File: src/sv/blkb_pkg.sv
// ----------------------------------------------------------------------------
// blkb_pkg
// shared types, register map and helpers of the block-boundary blockiness unit
// ----------------------------------------------------------------------------
`default_nettype none

package blkb_pkg;

  // register map, index is paddr[3:2]
  localparam int PADDR_W = 4;
  localparam logic [1:0] REG_IMAGE_WIDTH  = 2'd0;
  localparam logic [1:0] REG_IMAGE_HEIGHT = 2'd1;
  localparam logic [1:0] REG_COMPONENTS   = 2'd2;

  localparam int DIM_W  = 13;
  localparam int COMP_W = 3;
  localparam int SUM_W  = 33;
  localparam int ROW_W  = 12;
  localparam int MAX_HEIGHT = 4096;

  localparam logic [DIM_W-1:0]  RST_IMAGE_WIDTH  = 13'd640;
  localparam logic [DIM_W-1:0]  RST_IMAGE_HEIGHT = 13'd480;
  localparam logic [COMP_W-1:0] RST_COMPONENTS   = 3'd3;

  // per-sample edge decisions, travel from the raster counters to the accumulator
  typedef struct packed {
    logic vert_edge;   // left neighbour lies across a vertical block edge
    logic horiz_edge;  // upper neighbour lies across a horizontal block edge
    logic line_wr;     // sample belongs to row 8n+7, keep it in the line buffer
    logic frame_end;   // last sample of the frame
  } edge_flags_t;

  function automatic logic [7:0] abs_diff(input logic [7:0] a, input logic [7:0] b);
    abs_diff = (a > b) ? (a - b) : (b - a);
  endfunction

endpackage

`default_nettype wire

File: src/sv/blkb_raster.sv
// ----------------------------------------------------------------------------
// blkb_raster
// raster position counters with clamped frame geometry and edge decisions
// ----------------------------------------------------------------------------
`default_nettype none

module blkb_raster
  import blkb_pkg::*;
#(
  parameter int MAX_WIDTH      = 4096,
  parameter int MAX_COMPONENTS = 4,
  parameter int COL_W   = $clog2(MAX_WIDTH),
  parameter int CNT_W   = (MAX_COMPONENTS > 1) ? $clog2(MAX_COMPONENTS) : 1,
  parameter int LINE_AW = $clog2(MAX_WIDTH * MAX_COMPONENTS)
) (
  input  wire logic               clk_i,
  input  wire logic               rst_ni,
  input  wire logic               advance_i,
  input  wire logic [DIM_W-1:0]   image_width_i,
  input  wire logic [DIM_W-1:0]   image_height_i,
  input  wire logic [COMP_W-1:0]  components_i,
  output logic      [CNT_W-1:0]   comp_o,
  output logic      [LINE_AW-1:0] line_idx_o,
  output edge_flags_t             flags_o
);

  localparam logic [14:0]       MaxWidthW  = 15'(MAX_WIDTH);
  localparam logic [14:0]       MaxColLast = 15'(MAX_WIDTH - 1);
  localparam logic [COMP_W-1:0] MaxCompW   = COMP_W'(MAX_COMPONENTS);
  localparam logic [COMP_W-1:0] MaxCompLast = COMP_W'(MAX_COMPONENTS - 1);
  localparam logic [DIM_W-1:0]  MaxHeightW = DIM_W'(MAX_HEIGHT);

  logic [COL_W-1:0]  col_q, col_d;
  logic [ROW_W-1:0]  row_q, row_d;
  logic [CNT_W-1:0]  comp_q, comp_d;
  logic [14:0]       col_last;
  logic [ROW_W-1:0]  row_last;
  logic [COMP_W-1:0] comp_last;
  logic              comp_wrap, col_wrap, row_wrap;

  // last index of each counter, out-of-range settings clamped
  always_comb begin
    if (image_width_i == '0) begin
      col_last = '0;
    end else if ({2'b00, image_width_i} > MaxWidthW) begin
      col_last = MaxColLast;
    end else begin
      col_last = {2'b00, image_width_i} - 15'd1;
    end

    if (image_height_i == '0) begin
      row_last = '0;
    end else if (image_height_i > MaxHeightW) begin
      row_last = ROW_W'(MAX_HEIGHT - 1);
    end else begin
      row_last = ROW_W'(image_height_i - 13'd1);
    end

    if (components_i == '0) begin
      comp_last = '0;
    end else if (components_i > MaxCompW) begin
      comp_last = MaxCompLast;
    end else begin
      comp_last = components_i - 3'd1;
    end
  end

  assign comp_wrap = (COMP_W'(comp_q) >= comp_last);
  assign col_wrap  = (15'(col_q) >= col_last);
  assign row_wrap  = (row_q >= row_last);

  always_comb begin
    col_d  = col_q;
    row_d  = row_q;
    comp_d = comp_q;
    if (comp_wrap) begin
      comp_d = '0;
      if (col_wrap) begin
        col_d = '0;
        if (row_wrap) begin
          row_d = '0;
        end else begin
          row_d = row_q + 1'b1;
        end
      end else begin
        col_d = col_q + 1'b1;
      end
    end else begin
      comp_d = comp_q + 1'b1;
    end
  end

  always_ff @(posedge clk_i or negedge rst_ni) begin
    if (!rst_ni) begin
      col_q  <= '0;
      row_q  <= '0;
      comp_q <= '0;
    end else if (advance_i) begin
      col_q  <= col_d;
      row_q  <= row_d;
      comp_q <= comp_d;
    end
  end

  assign comp_o     = comp_q;
  assign line_idx_o = LINE_AW'(32'(col_q) * 32'(MAX_COMPONENTS) + 32'(comp_q));

  assign flags_o.vert_edge  = (col_q != '0) && (col_q[2:0] == 3'd0);
  assign flags_o.horiz_edge = (row_q != '0) && (row_q[2:0] == 3'd0);
  assign flags_o.line_wr    = (row_q[2:0] == 3'd7);
  assign flags_o.frame_end  = comp_wrap && col_wrap && row_wrap;

endmodule

`default_nettype wire

File: config.mk
export PLATFORM = sky130hd
export DESIGN_NAME = blkb_raster
export DESIGN_NICKNAME = d
export VERILOG_FILES = /design/src/sv/blkb_pkg.sv /design/src/sv/blkb_raster.sv
export SDC_FILE = /design/constraint.sdc
export NUM_CORES = 1
export LEC_CHECK = 0
export BUFFER_PORTS_ARGS = -buffer_cell sky130_fd_sc_hd__buf_2
export CAP_MARGIN = 5
export CELL_PAD_IN_SITES_DETAIL_PLACEMENT = 0
export CELL_PAD_IN_SITES_GLOBAL_PLACEMENT = 1
export CORE_MARGIN = 2
export CORE_UTILIZATION = 40
export CTS_CLUSTER_SIZE = 40
export DETAILED_ROUTE_END_ITERATION = 12
export PLACE_DENSITY = 0.8
export SYNTH_ARGS = -nofsm -noshare
export SYNTH_HDL_FRONTEND = slang
export SYNTH_SLANG_ARGS = --single-unit
File: constraint.sdc
create_clock -name clk_i -period 7.9 [get_ports clk_i]
set_input_delay 0.79 -clock clk_i [delete_from_list [all_inputs] [get_ports clk_i]]
set_output_delay 0.79 -clock clk_i [all_outputs]
set_load 0.005 [all_outputs]
==> results by group <==
CTS
  – Deepest level of the CTS H-tree: 1
  – Total of cells resized after clock tree synthesis: 0
  – CTS Root Cell: sky130_fd_sc_hd__clkbuf_8
  – Clock latency on the worst-skew pair: 270 ps
  – TritonCTS clock tree: yes
  – Sinks on Clock Net: 26
  – Post-CTS setup buffer count: 0
  – Clock-pin transition on the worst setup and hold timing paths: 90 ps
  – Number of buffers on the longest clock path: 2
  – Number of buffers created by CTS: 3
  – Cts-stage hold buffer count: 0

STA
  – Final max-slew violation count: 0
  – Worst max-slew margin expressed relative to the limit: 0.5703
  – Count of final hold-check violations: 0
  – Unrepaired setup endpoints after global routing: false
  – Final setup viols: 0
  – Post-route setup TNS: 0 ps
  – Setup clock skew after layout: 3.380 ps
  – Max Freq: 0.2154 GHz
  – Share of the cycle needed by the critical path after routing: 0.5878
  – Shortest clock period the worst path allows after layout: 4643 ps
  – Actual slew at the worst max-slew pin: 638.7 ps

Die
  – Chip width: 87.69 um
  – Count of standard-cell rows: 30
  – Starting density of the core: 0.4123
  – Chip Height: 87.69 um
  – Area of the core: 6794 um2
  – Die Outline Area: 7689 um2
  – Number of ports placed on the die boundary: 52

Worst setup path
  – Count of buffer and inverter cells on the critical path: 3
  – CP Data Arrival Time: 3850 ps
  – Critical setup path kind: primary input to primary output
  – Slowest Stage Delay on Critical Path: 540 ps
  – Crit end category: primary output
  – Sequence of cells on the critical path: buf_2, nor4_2, nand3_1, nor4_1, a21oi_1, ha_1, nand2b_1, a2111oi_0, o211ai_1, a21oi_1, buf_4, nor3_1, buf_2
  – Max Fanout on Critical Path: 14
  – Startpoint class of the critical path: primary input
  – CP delay by family, top: simple AND/OR/NAND/NOR gates
  – CP required: 7110 ps
  – Max stage delay cell, worst path: sky130_fd_sc_hd__nor4_1

Route
  – Number of vias per cell: 5.420
  – DRC violations left: 0
  – Final antenna-violating net count: 0
  – Iter 0 DRT Violations: 120
  – Routed length per instance: 13.30 um
  – Detailed-route wire length: 6518 um
  – First drt pass iteration count: 4
  – Total via count after detailed routing: 2656

Global route
  – Total global routing overflow: 0
  – Number of global-route vias before repair: 2435
  – First-pass GRT wire length: 11070 um
  – Maximum number of pins on one net before global-route repair: 27
  – Number of antenna violations at the first check in global routing: 0
  – Total routing usage reported by global routing: 0.1741

Finish
  – Antenna Diode Count: 0
  – Leading cell type in the layout, fill and taps excluded: sky130_fd_sc_hd__buf_2
  – Growth of design area from synthesis to finish: 13.44%
  – Final standard cell count with taps included and fillers excluded: 490
  – Share of the core filled with cells in the final layout: 0.4678
  – Most frequent cells in the layout: 51 x sky130_fd_sc_hd__buf_2, 36 x sky130_fd_sc_hd__ha_1, 33 x sky130_fd_sc_hd__a21oi_1, 32 x sky130_fd_sc_hd__nor2_1, 29 x sky130_fd_sc_hd__nand2_1
  – Number of filler instances in the final layout: 695
  – Net count of the finished layout: 464
  – Layout cell share with drive strength beyond 1: 0.1777

Placement
  – Post-detail-place hpwl: 5160 um
  – Input/output buffers: 51
  – GP Congestion: 0.7526
  – Dpl cells: 487

Synth
  – Post-Syn Area per Cell: 8.073 um2
  – Largest family of logic cells by synthesized area: compound AO/OA/AOI/OAI gates
  – Count of distinct cell types in the synthesized netlist: 55
  – Mapped cell area: 2801 um2
  – Part of the Yosys area used for sequential elements: 0.2322
  – Compound-cell area share of the yosys netlist: 0.2559
  – Synthesized instance count: 347
  – Synthesized-area fraction occupied by xor and xnor cells: 0.04690
  – Syn Nets: 415
  – Area fraction in and, or, nand and nor cells after synthesis: 0.2456
  – Mux share of post-synthesis cell area: 0.007593
  – Synth area leader: sky130_fd_sc_hd__dfrtp_1
  – Main flop type after synthesis: sky130_fd_sc_hd__dfrtp_1
  – Top cells by area, synth: sky130_fd_sc_hd__dfrtp_1 23%, sky130_fd_sc_hd__ha_1 16%, sky130_fd_sc_hd__a21oi_1 5.9%, sky130_fd_sc_hd__a22o_1 4.7%, sky130_fd_sc_hd__nor2_1 4.3%
  – Fraction of synthesized cell area taken by the top area cell type: 0.2322
  – Yosys reg bits: 26
  – Proportion of register bits with asynchronous set or reset after synthesis: 1.000
  – YS warnings: 0
  – Synth Area in Adders: 0.1679
  – EDFF count, synth: 0

Power and ir drop
  – Max IR drop VDD: 0.1306 mV
  – Cell Pwr Density: 152.9 nW/um2
  – Leakage Power: 1.522 nW
  – Total power: 0.0004858 W

Worst hold path
  – Hold Crit Class: primary input to asynchronous set/reset pin

Flow run
  – Count of maximum capacitance violations: 0

Status
  – Run status: finished clean
-- worst paths after layout --
| kind | slack (ps) | cells past startpoint | endpoint | startpoint |
|---|---|---|---|---|
| worst max-delay path | 3260 | 13 | flags_o[0] | image_height_i[2] |
| worst min-delay path | 530 | 1 | row_q[8] | rst_ni |
| worst max register to register | 5340 | 8 | col_q[2] | col_q[0] |
| worst min register to register | 550 | 1 | comp_o[1] | comp_o[1] |
| max in group asynchronous | 6970 | 1 | row_q[3] | rst_ni |
| min in group clk_i | 550 | 1 | comp_o[1] | comp_o[1] |
-- cell usage after synthesis (2+ instances only) --
master,number
sky130_fd_sc_hd__a311oi_1,2
sky130_fd_sc_hd__nor2_1,32
sky130_fd_sc_hd__or2_2,3
sky130_fd_sc_hd__nor4_1,6
sky130_fd_sc_hd__a21o_1,12
sky130_fd_sc_hd__buf_4,2
sky130_fd_sc_hd__xor2_1,11
sky130_fd_sc_hd__a21oi_1,33
sky130_fd_sc_hd__and2_1,2
sky130_fd_sc_hd__or3_1,2
sky130_fd_sc_hd__and3_1,6
sky130_fd_sc_hd__nor3_1,12
sky130_fd_sc_hd__nand4_1,3
sky130_fd_sc_hd__buf_2,2
sky130_fd_sc_hd__o21ai_0,21
sky130_fd_sc_hd__inv_1,20
sky130_fd_sc_hd__maj3_1,2
sky130_fd_sc_hd__dfrtp_1,26
sky130_fd_sc_hd__nand2b_1,3
sky130_fd_sc_hd__a22o_1,15
sky130_fd_sc_hd__nand2_1,29
sky130_fd_sc_hd__nor3b_1,2
sky130_fd_sc_hd__ha_1,36
sky130_fd_sc_hd__o31ai_1,6
sky130_fd_sc_hd__xnor2_1,4
sky130_fd_sc_hd__nand3_1,18
sky130_fd_sc_hd__o21a_1,3
sky130_fd_sc_hd__nor2b_1,4
sky130_fd_sc_hd__or2_1,2
sky130_fd_sc_hd__clkbuf_1,3
-- cells by family (layout without fill, tap and decap cells) --
group	after synthesis	in the layout
buf+inv	28	75
fa+ha+maj	38	38
flops	26	26
simple gates	134	134
compound gates	104	104
xor+xnor	15	15
mux	2	2
-- registers in the layout, summed over array words and instances, names as in the netlist --
name and cells:
comp_o 2, row_q 12, col_q 12
-- power breakdown --
group	leakage, nW	internal, W	switching [W]
combinational	1.17	0.0000971	0.000117
sequential	0.333	0.000157	0.0000393
clock	0.0216	0.0000342	0.0000408
total	1.52	0.000289	0.000197
-- per-stage QoR --
stage / hold WS (ps) / worst slack [ps] / cell area [um2]
3_5_place_dp: 550.5 / 3253 / 3137
3_3_place_gp: 531.6 / 3422 / 3137
4_1_cts: 540.4 / 3239 / 3178
6_report: 528.2 / 3257 / 3178
5_1_grt: 558.4 / 3026 / 3178
2_1_floorplan: 494.4 / 3825 / 2801
-- cell type report --
class                      count  area [um2]  share of cell area
multi-input combinational    293        2028              0.6382
sequential                    26       650.6              0.2047
timing repair buffer          52       262.8             0.08268
tap                           96       120.1             0.03780
inverter                      20       75.07             0.02362
clock buffer                   3       41.29             0.01299
-- routing by layer --
metal  track usage  vias up  wire (um)
met2        0.3182       50       3248
met1        0.2296     1244       3075
li1              -     1362          -
met3       0.02262        0        193
met4      0.008392        0          0
met5             0        -          0
Note: power is estimated with default switching activity, not from simulation.
