## src/sv/blkb_pkg.sv

```systemverilog
// ----------------------------------------------------------------------------
// blkb_pkg
// shared types, register map and helpers of the block-boundary blockiness unit
// ----------------------------------------------------------------------------
`default_nettype none

package blkb_pkg;

  // register map, index is paddr[3:2]
  localparam int PADDR_W = 4;
  localparam logic [1:0] REG_IMAGE_WIDTH  = 2'd0;
  localparam logic [1:0] REG_IMAGE_HEIGHT = 2'd1;
  localparam logic [1:0] REG_COMPONENTS   = 2'd2;

  localparam int DIM_W  = 13;
  localparam int COMP_W = 3;
  localparam int SUM_W  = 33;
  localparam int ROW_W  = 12;
  localparam int MAX_HEIGHT = 4096;

  localparam logic [DIM_W-1:0]  RST_IMAGE_WIDTH  = 13'd640;
  localparam logic [DIM_W-1:0]  RST_IMAGE_HEIGHT = 13'd480;
  localparam logic [COMP_W-1:0] RST_COMPONENTS   = 3'd3;

  // per-sample edge decisions, travel from the raster counters to the accumulator
  typedef struct packed {
    logic vert_edge;   // left neighbour lies across a vertical block edge
    logic horiz_edge;  // upper neighbour lies across a horizontal block edge
    logic line_wr;     // sample belongs to row 8n+7, keep it in the line buffer
    logic frame_end;   // last sample of the frame
  } edge_flags_t;

  function automatic logic [7:0] abs_diff(input logic [7:0] a, input logic [7:0] b);
    abs_diff = (a > b) ? (a - b) : (b - a);
  endfunction

endpackage

`default_nettype wire

```

## src/sv/blkb_accum.sv

```systemverilog
// ----------------------------------------------------------------------------
// blkb_accum
// difference stage, frame accumulator and result register
// ----------------------------------------------------------------------------
`default_nettype none

module blkb_accum
  import blkb_pkg::*;
(
  input  wire logic             clk_i,
  input  wire logic             rst_ni,
  input  wire logic             load_i,
  output logic                  ready_o,
  input  wire logic [7:0]       sample_i,
  input  wire logic [7:0]       prev_i,
  input  wire edge_flags_t      flags_i,
  input  wire logic [7:0]       line_i,
  output logic                  out_valid_o,
  input  wire logic             out_ready_i,
  output logic      [SUM_W-1:0] blockiness_o
);

  logic              s1_valid_q, s1_valid_d;
  logic [7:0]        s1_sample_q, s1_prev_q;
  edge_flags_t       s1_flags_q;
  logic [SUM_W-1:0]  sum_q, sum_d;
  logic              out_valid_q, out_valid_d;
  logic [SUM_W-1:0]  out_data_q;
  logic [7:0]        vert_diff, horiz_diff;
  logic [SUM_W-1:0]  total;
  logic              s1_adv;

  // line_i is the registered ram output, aligned with the stage registers
  assign vert_diff  = s1_flags_q.vert_edge  ? abs_diff(s1_prev_q, s1_sample_q) : 8'd0;
  assign horiz_diff = s1_flags_q.horiz_edge ? abs_diff(line_i, s1_sample_q)    : 8'd0;
  assign total = sum_q + SUM_W'(vert_diff) + SUM_W'(horiz_diff);

  // only a frame-end beat needs the result register free
  assign s1_adv  = s1_valid_q && (!s1_flags_q.frame_end || !out_valid_q || out_ready_i);
  assign ready_o = !s1_valid_q || s1_adv;

  always_comb begin
    s1_valid_d  = s1_valid_q;
    sum_d       = sum_q;
    out_valid_d = out_valid_q;
    if (out_ready_i) begin
      out_valid_d = 1'b0;
    end
    if (s1_adv) begin
      s1_valid_d = 1'b0;
      if (s1_flags_q.frame_end) begin
        sum_d       = '0;
        out_valid_d = 1'b1;
      end else begin
        sum_d = total;
      end
    end
    if (load_i) begin
      s1_valid_d = 1'b1;
    end
  end

  always_ff @(posedge clk_i or negedge rst_ni) begin
    if (!rst_ni) begin
      s1_valid_q  <= 1'b0;
      sum_q       <= '0;
      out_valid_q <= 1'b0;
    end else begin
      s1_valid_q  <= s1_valid_d;
      sum_q       <= sum_d;
      out_valid_q <= out_valid_d;
    end
  end

  always_ff @(posedge clk_i) begin
    if (load_i) begin
      s1_sample_q <= sample_i;
      s1_prev_q   <= prev_i;
      s1_flags_q  <= flags_i;
    end
    if (s1_adv && s1_flags_q.frame_end) begin
      out_data_q <= total;
    end
  end

  assign out_valid_o  = out_valid_q;
  assign blockiness_o = out_data_q;

endmodule

`default_nettype wire
```

## config.mk

```make
export PLATFORM = sky130hd
export DESIGN_NAME = blkb_accum
export DESIGN_NICKNAME = d
export VERILOG_FILES = /design/src/sv/blkb_pkg.sv /design/src/sv/blkb_accum.sv
export SDC_FILE = /design/constraint.sdc
export NUM_CORES = 1
export LEC_CHECK = 0
export BUFFER_PORTS_ARGS = -buffer_cell sky130_fd_sc_hd__buf_2
export CAP_MARGIN = 20
export CORE_ASPECT_RATIO = 1.25
export CORE_MARGIN = 5
export CORE_UTILIZATION = 35
export DETAILED_ROUTE_END_ITERATION = 10
export GPL_TIMING_DRIVEN = 0
export PLACE_DENSITY = 0.64
export SLEW_MARGIN = 20
export SYNTH_ARGS = -nofsm -noshare
export SYNTH_HDL_FRONTEND = slang
export SYNTH_SLANG_ARGS = --single-unit
```

## constraint.sdc

```tcl
create_clock -name clk_i -period 5.7 [get_ports clk_i]
set_input_delay 1.14 -clock clk_i [delete_from_list [all_inputs] [get_ports clk_i]]
set_output_delay 1.14 -clock clk_i [all_outputs]
set_load 0.02 [all_outputs]
```

==> key figures, run 1 <==
Status
  • Status: finished, final reports clean

Critical path
  • Critical path type: in2reg
  • WP data arrival: 5.49 ns
  • CP Max Fanout: 9
  • Startpoint types: input port
  • Critical Path RT: 5.81 ns
  • Crit end category: register

Power
  • Overall power: 2.26 mW
  • Leakage: 2.92 nW
  • PwrDens: 347 mW/mm^2
  • Worst VDD drop: 181 uV

Logic synthesis
  • Mapped Avg Cell Area: 10.5 sq um
  • Mapped Nets: 615
  • Yosys reg bits: 87
  • Main synth FF type: edfxtp_1
  • Most common cell in the synthesized netlist: edfxtp_1
  • Commonest cells post-synth: edfxtp_1, inv_1, nand2_1
  • Sequential share of the synthesized area: 43.6%
  • FFs w/ async S/R, synth: 40.2%
  • Synth Warn #: 0
  • Largest area contributor in the synthesized netlist: edfxtp_1
  • Synthesized netlist cell count: 532
  • Top cell type's share of synthesized area: 27.9%
  • Main area contributors after synthesis: edfxtp_1, dfrtp_1, ha_1
  • Post-Syn Area: 0.00559 sq mm
  • Netlist cell types: 62
  • EDFF count, synth: 52

Floorplanning
  • IO Pins: 67
  • Chip Width: 123 um
  • Core Rows: 51
  • CORE AREA: 0.0156 sq mm
  • Initial Util: 35.8%
  • Die H: 151 um
  • Die area: 0.0186 sq mm

Global routing
  • Global-route wire length before repair: 19800 um
  • Initial antenna violation count: 0
  • Vias in the first global route: 4259
  • Total gr overflow: 0
  • Tot GR Track Use: 13.8%
  • Largest net degree at the start of global routing: 36

Routing
  • Routed wire length: 12300 um
  • Drt via density: 5.04
  • 1st-pass router iterations: 5
  • Antenna Violating Nets Remaining: 0
  • DRC Markers: 0
  • Initial drt markers: 318
  • Vias: 4167
  • Average wire per standard cell: 14.9 um

Clock tree
  • Sink Count: 87
  • CTS clk-pin slew, worst paths: 0.06 ns
  • CTS Buf Count: 9
  • Clk_lat worst skew: 0.35 ns
  • Clock Tree Buf Depth: 2
  • Hold-fix buffers, CTS: 0
  • Root Buffer: clkbuf_16
  • H-tree levels: 3
  • CTS tree: done

Job
  • Max-Cap Viols: 0

STA
  • Crit path time final: 5.39 ns
  • Worst Skew: 0.00628 ns
  • Slew headroom: 43.2%
  • Final setup fails: 0
  • Worst-margin pin slew: 0.853 ns
  • RSZ-0062 raised after global routing: no
  • F_max: 186 MHz
  • Max-slew violation count: 0
  • Final Cycle Share: 94.5%
  • Hold Fails Final Rpt: 0

Placed design
  • Final HPWL DP: 9690 um
  • IO buf count: 65
  • GPL Wtd Cong: 0.815
  • Placed cells: 810

Layout
  • Layout cell share with drive strength beyond 1: 19.0%
  • Final #Nets: 693
  • Area Overhead vs Synth: 16.6%
  • Non-Filler Instances: 827
  • Antenna cells: 0

Worst hold path
  • HP Class: reg2reg
-- what timing repair did --
item,in CTS,in global routing
buffers inserted,0,1
gates resized for setup,0,1
setup endpoints to repair,0,8
-- final timing paths --
kind	cells past startpoint	to	slack, ns	startpoint
max	20	blockiness_o[26]$_DFFE_PP_	0.31	line_i[0]
min	1	sum_q[7]$_DFFE_PN0P_	0.52	sum_q[7]$_DFFE_PN0P_
max reg2reg	17	blockiness_o[26]$_DFFE_PP_	0.51	s1_sample_q[1]$_DFFE_PP_
min reg2reg	1	sum_q[7]$_DFFE_PN0P_	0.52	sum_q[7]$_DFFE_PN0P_
max in group asynchronous	1	sum_q[12]$_DFFE_PN0P_	4.27	rst_ni
min in group asynchronous	1	sum_q[26]$_DFFE_PN0P_	0.90	rst_ni
-- cells in the final DEF (no fill, tap or decap), types with 4 or more instances in the layout --
master	Yosys	final
nor3_1	8	8
mux2i_1	6	6
nand3_1	21	21
dfrtp_1	35	35
and3_1	8	8
edfxtp_1	52	52
mux2_2	4	4
clkbuf_16	0	9
o21ai_0	26	26
nand2_2	6	7
a21o_1	19	19
clkbuf_1	11	13
nor2_1	14	13
inv_1	49	49
buf_2	7	72
nand4_1	4	4
fa_1	13	13
a31oi_1	16	16
o31ai_1	15	15
xnor2_1	30	30
a21oi_1	27	27
nand2_1	45	44
xor2_1	10	10
nand2b_1	5	5
ha_1	38	38
and2_1	7	7
o21bai_1	5	5
-- through the flow --
stage                     hold slack (ns)  setup slack [ns]  TNS (ns)  util [%]  cell area, sq um
after global placement              0.487            -0.234    -0.784      39.5              6180
after CTS                           0.521            0.0652         0      41.6              6510
after global routing                0.539            0.0144         0      41.7              6520
after detailed placement            0.496            -0.305     -1.47      39.8              6220
final                               0.518             0.312         0      41.7              6520
after floorplan                     0.470             0.611         0         -              5590
-- layer usage --
layer	global-route usage (%)	vias to the layer above	wire (um)	share of wire [%]
met5	0	-	0	0
met4	6.20	0	269	2.2
met3	2.73	16	593	4.8
met2	25.6	124	6510	53
met1	14.9	1959	4940	40
li1	-	2068	-	-
-- power breakdown --
group | leakage [nW] | internal, mW | switching (mW)
clock network | 0.140 | 0.341 | 0.250
logic | 1.82 | 0.324 | 0.543
registers | 0.962 | 0.775 | 0.0310
-- logic make-up after synthesis --
family,Yosys count,synth area share (%)
AND/OR/NAND/NOR,135,12.6
adder cells (fa/ha/maj),51,13.2
buffers and inverters,72,5.46
flip-flops,87,43.6
XOR/XNOR,40,6.27
AO/OA/AOI/OAI,135,16.6
multiplexers,12,2.35
-- flip-flops by register name (all words and copies together), names as in the netlist --
register / cells
s1_sample_q: 8
out_valid_o: 1
sum_q: 33
s1_prev_q: 8
s1_flags_q: 3
s1_valid_q: 1
blockiness_o: 33
-- worst max-delay path, cell delays in order --
cell      delay, ns
buf_2          0.10
inv_1          0.05
ha_1           0.13
inv_1          0.06
fa_1           0.39
a21oi_1        0.27
o22ai_2        0.17
o211ai_4       0.34
a311oi_1       0.08
a31oi_1        0.18
mux2_2         0.37
fa_1           0.49
inv_1          0.04
ha_1           0.34
o21ai_0        0.16
a21oi_2        0.41
nand2_1        0.21
nor2_4         0.25
nand3_1        0.16
xnor2_1        0.15
-- area by class of cell --
class	count	area, sq um
fill	1527	9110
sequential	87	2440
timing repair buffer	67	360
clock buffer	11	233
inverter	50	188
tap	212	265
clock inverter	5	60.1
buffer	22	118
multi-input combinational	373	2860
(Power assumes the default switching activity.)
==> inputs of run 2 (changes only) <==
- RECOVER_POWER: not set -> 50
- clock period: 5.7 -> 6.6 ns (I/O delays scaled with it)
==> key figures, run 2 (synthesis gave the netlist of run 1 again) <==
Status
  • Status: finished with violations
  • Failing checks: capacitance limit, slew limit

Global routing
  • Total gr overflow: 0 (unchanged)
  • Grt met1 use: 14.9% (unchanged)
  • Met3 usage: 2.73% (unchanged)
  • Initial antenna violation count: 0 (unchanged)
  • M2 GR Usage: 25.6% (unchanged)
  • Largest net degree at the start of global routing: 36 (unchanged)
  • GRT busiest layer: met2
  • Global-route wire length before repair: 19800 um (unchanged)
  • Vias in the first global route: 4259 (unchanged)
  • Tot GR Track Use: 13.8% (unchanged)

Layout
  • Most frequent cells in the layout: edfxtp_1, inv_1, clkbuf_1, nand2_1, buf_2
  • Area of the multi-input gates: 0.00286 sq mm (about the same)
  • Area Overhead vs Synth: 15.7%
  • Non-Filler Instances: 826 (-0.12%)
  • Commonest non-fill, non-tap cell in the layout: edfxtp_1
  • Finished Cell Area: 0.00647 sq mm (-0.77%)
  • Final #Nets: 692 (-0.14%)
  • Fillers: 1538 (+0.72%)
  • Register Area: 0.00244 sq mm (unchanged)
  • Antenna cells: 0 (unchanged)
  • Layout cell share with drive strength beyond 1: 13.5% (-5.5 points)

Routing
  • 1st-pass router iterations: 5 (unchanged)
  • Average wire per standard cell: 14.9 um (+0.28%)
  • Routed wire length: 12300 um (+0.16%)
  • Vias: 4143 (-0.58%)
  • Antenna Violating Nets Remaining: 0 (unchanged)
  • DRC Markers: 0 (unchanged)
  • Initial drt markers: 320 (+0.63%)
  • Drt via density: 5.02 (-0.46%)

Clock tree
  • H-tree levels: 3 (unchanged)
  • Clock Tree Buf Depth: 2 (unchanged)
  • CTS resizes: 0 (unchanged)
  • Root Buffer: clkbuf_16
  • Sink Count: 87 (unchanged)
  • Clk_lat worst skew: 0.35 ns (about the same)
  • CTS Buf Count: 9 (unchanged)
  • Postcts setup bufs: 0 (unchanged)
  • CTS clk-pin slew, worst paths: 0.06 ns (about the same)
  • CTS tree: done
  • Hold-fix buffers, CTS: 0 (unchanged)

STA
  • Worst Slack Setup Final: 0.807 ns (+0.494 ns)
  • Max-slew violation count: 36 (+36)
  • Slew headroom: -34.4% (-78 points)
  • Setup tns final: 0 ns (unchanged)
  • Worst-margin pin slew: 2.02 ns (+1.16 ns)
  • RSZ-0062 raised after global routing: no
  • Final Cycle Share: 87.8%
  • Hold Fails Final Rpt: 0 (unchanged)
  • Crit path time final: 5.79 ns
  • Final setup fails: 0 (unchanged)
  • Worst Skew: 0.00664 ns (+0.000357 ns)
  • F_max: 173 MHz
  • Fin Hold WS: 0.518 ns (+0.000375 ns)

Floorplanning
  • Core Rows: 51 (unchanged)
  • Die area: 0.0186 sq mm (unchanged)
  • Die H: 151 um (unchanged)
  • Chip Width: 123 um (unchanged)
  • Initial Util: 35.8% (unchanged)
  • IO Pins: 67 (unchanged)
  • CORE AREA: 0.0156 sq mm (unchanged)

Power
  • Comb power frac: 37.8% (-0.5 points)
  • Cell-internal power: 1.23 mW (-15%)
  • Sw frac: 36.6% (+0.16 points)
  • Proportion of power drawn by flip-flops and latches: 36.0% (+0.4 points)
  • Worst VDD drop: 161 uV (-11%)
  • Leakage: 2.83 nW (-3.0%)
  • Clock network power share: 26.2% (about the same)
  • Net Sw Power: 708 uW (-14%)
  • PwrDens: 299 mW/mm^2 (-14%)

Placed design
  • Worst slack, placed: 0.415 ns (+0.720 ns)
  • Final HPWL DP: 9690 um (unchanged)
  • GPL Wtd Cong: 0.815 (unchanged)
  • Placed cells: 810 (unchanged)
  • Placement Cell Area: 0.00622 sq mm (unchanged)
  • IO buf count: 65 (unchanged)

Job
  • Max-Cap Viols: 1 (+1)

Critical path
  • Critical Path RT: 6.69 ns (+0.88 ns)
  • Startpoint types: input port
  • WP data arrival: 5.88 ns (+0.39 ns)
  • CP Max Fanout: 8 (-1)
  • Critical path type: in2reg
  • Crit end category: register

Worst hold path
  • HP Class: reg2reg
==> run 2: per-stage QoR <==
| step | total power [mW] | utilization [%] |
|---|---|---|
| floorplan | 1.24 | - |
| global placement | 1.43 | 39.5 |
| detailed placement | 1.46 | 39.8 |
| CTS | 1.97 | 41.6 |
| global route | 2.07 | 41.4 |
| finish | 1.94 | 41.4 |
==> run 2: path summary, 6_finish.rpt <==
| kind | slack, ns | startpoint | end | depth (start not counted) |
|---|---|---|---|---|
| max in group asynchronous | 3.90 | rst_ni | sum_q[4]$_DFFE_PN0P_ | 1 |
| min | 0.52 | sum_q[7]$_DFFE_PN0P_ | sum_q[7]$_DFFE_PN0P_ | 1 |
| min reg2reg | 0.52 | sum_q[7]$_DFFE_PN0P_ | sum_q[7]$_DFFE_PN0P_ | 1 |
| max reg2reg | 1.28 | s1_sample_q[1]$_DFFE_PP_ | blockiness_o[20]$_DFFE_PP_ | 17 |
| max | 0.81 | line_i[0] | blockiness_o[20]$_DFFE_PP_ | 20 |
| min in group asynchronous | 1.53 | rst_ni | sum_q[26]$_DFFE_PN0P_ | 1 |
==> run 2: final cells by class <==
type	count	share of cell area [%]
repair buffers	66	4.83
plain buffers	22	1.82
inverters	50	2.90
clock buffers	11	3.60
clock inverters	5	0.928
well taps	212	4.10
multi-input cells	373	44.2
flip-flops and latches	87	37.7
==> run 2: power by group through the flow <==
stage | sequential, mW | clock (mW) | combinational [mW]
after global routing | 0.705 | 0.546 | 0.819
after detailed placement | 0.708 | 0 | 0.748
after floorplan | 0.747 | 0 | 0.489
final | 0.697 | 0.508 | 0.731
after global placement | 0.707 | 0 | 0.721
after CTS | 0.697 | 0.524 | 0.751
==> run 2: critical path: stages <==
cell	delay [ns]
buf_2	0.10
inv_1	0.05
ha_1	0.13
inv_1	0.06
fa_1	0.39
a21oi_1	0.27
o22ai_2	0.17
o211ai_4	0.34
mux2_2	0.39
xor2_1	0.14
nand2_1	0.09
fa_1	0.50
inv_1	0.04
ha_1	0.34
a21o_1	0.20
a21oi_1	0.20
nand4_1	0.44
nand2_1	0.42
nor2_1	0.13
xor2_1	0.16
==> run 2: layer usage <==
layer  up-vias  share of wire (%)
met5         -                  0
met2       115                 54
met3        14                5.2
met4         0                1.6
met1      1943                 40
li1       2071                  -
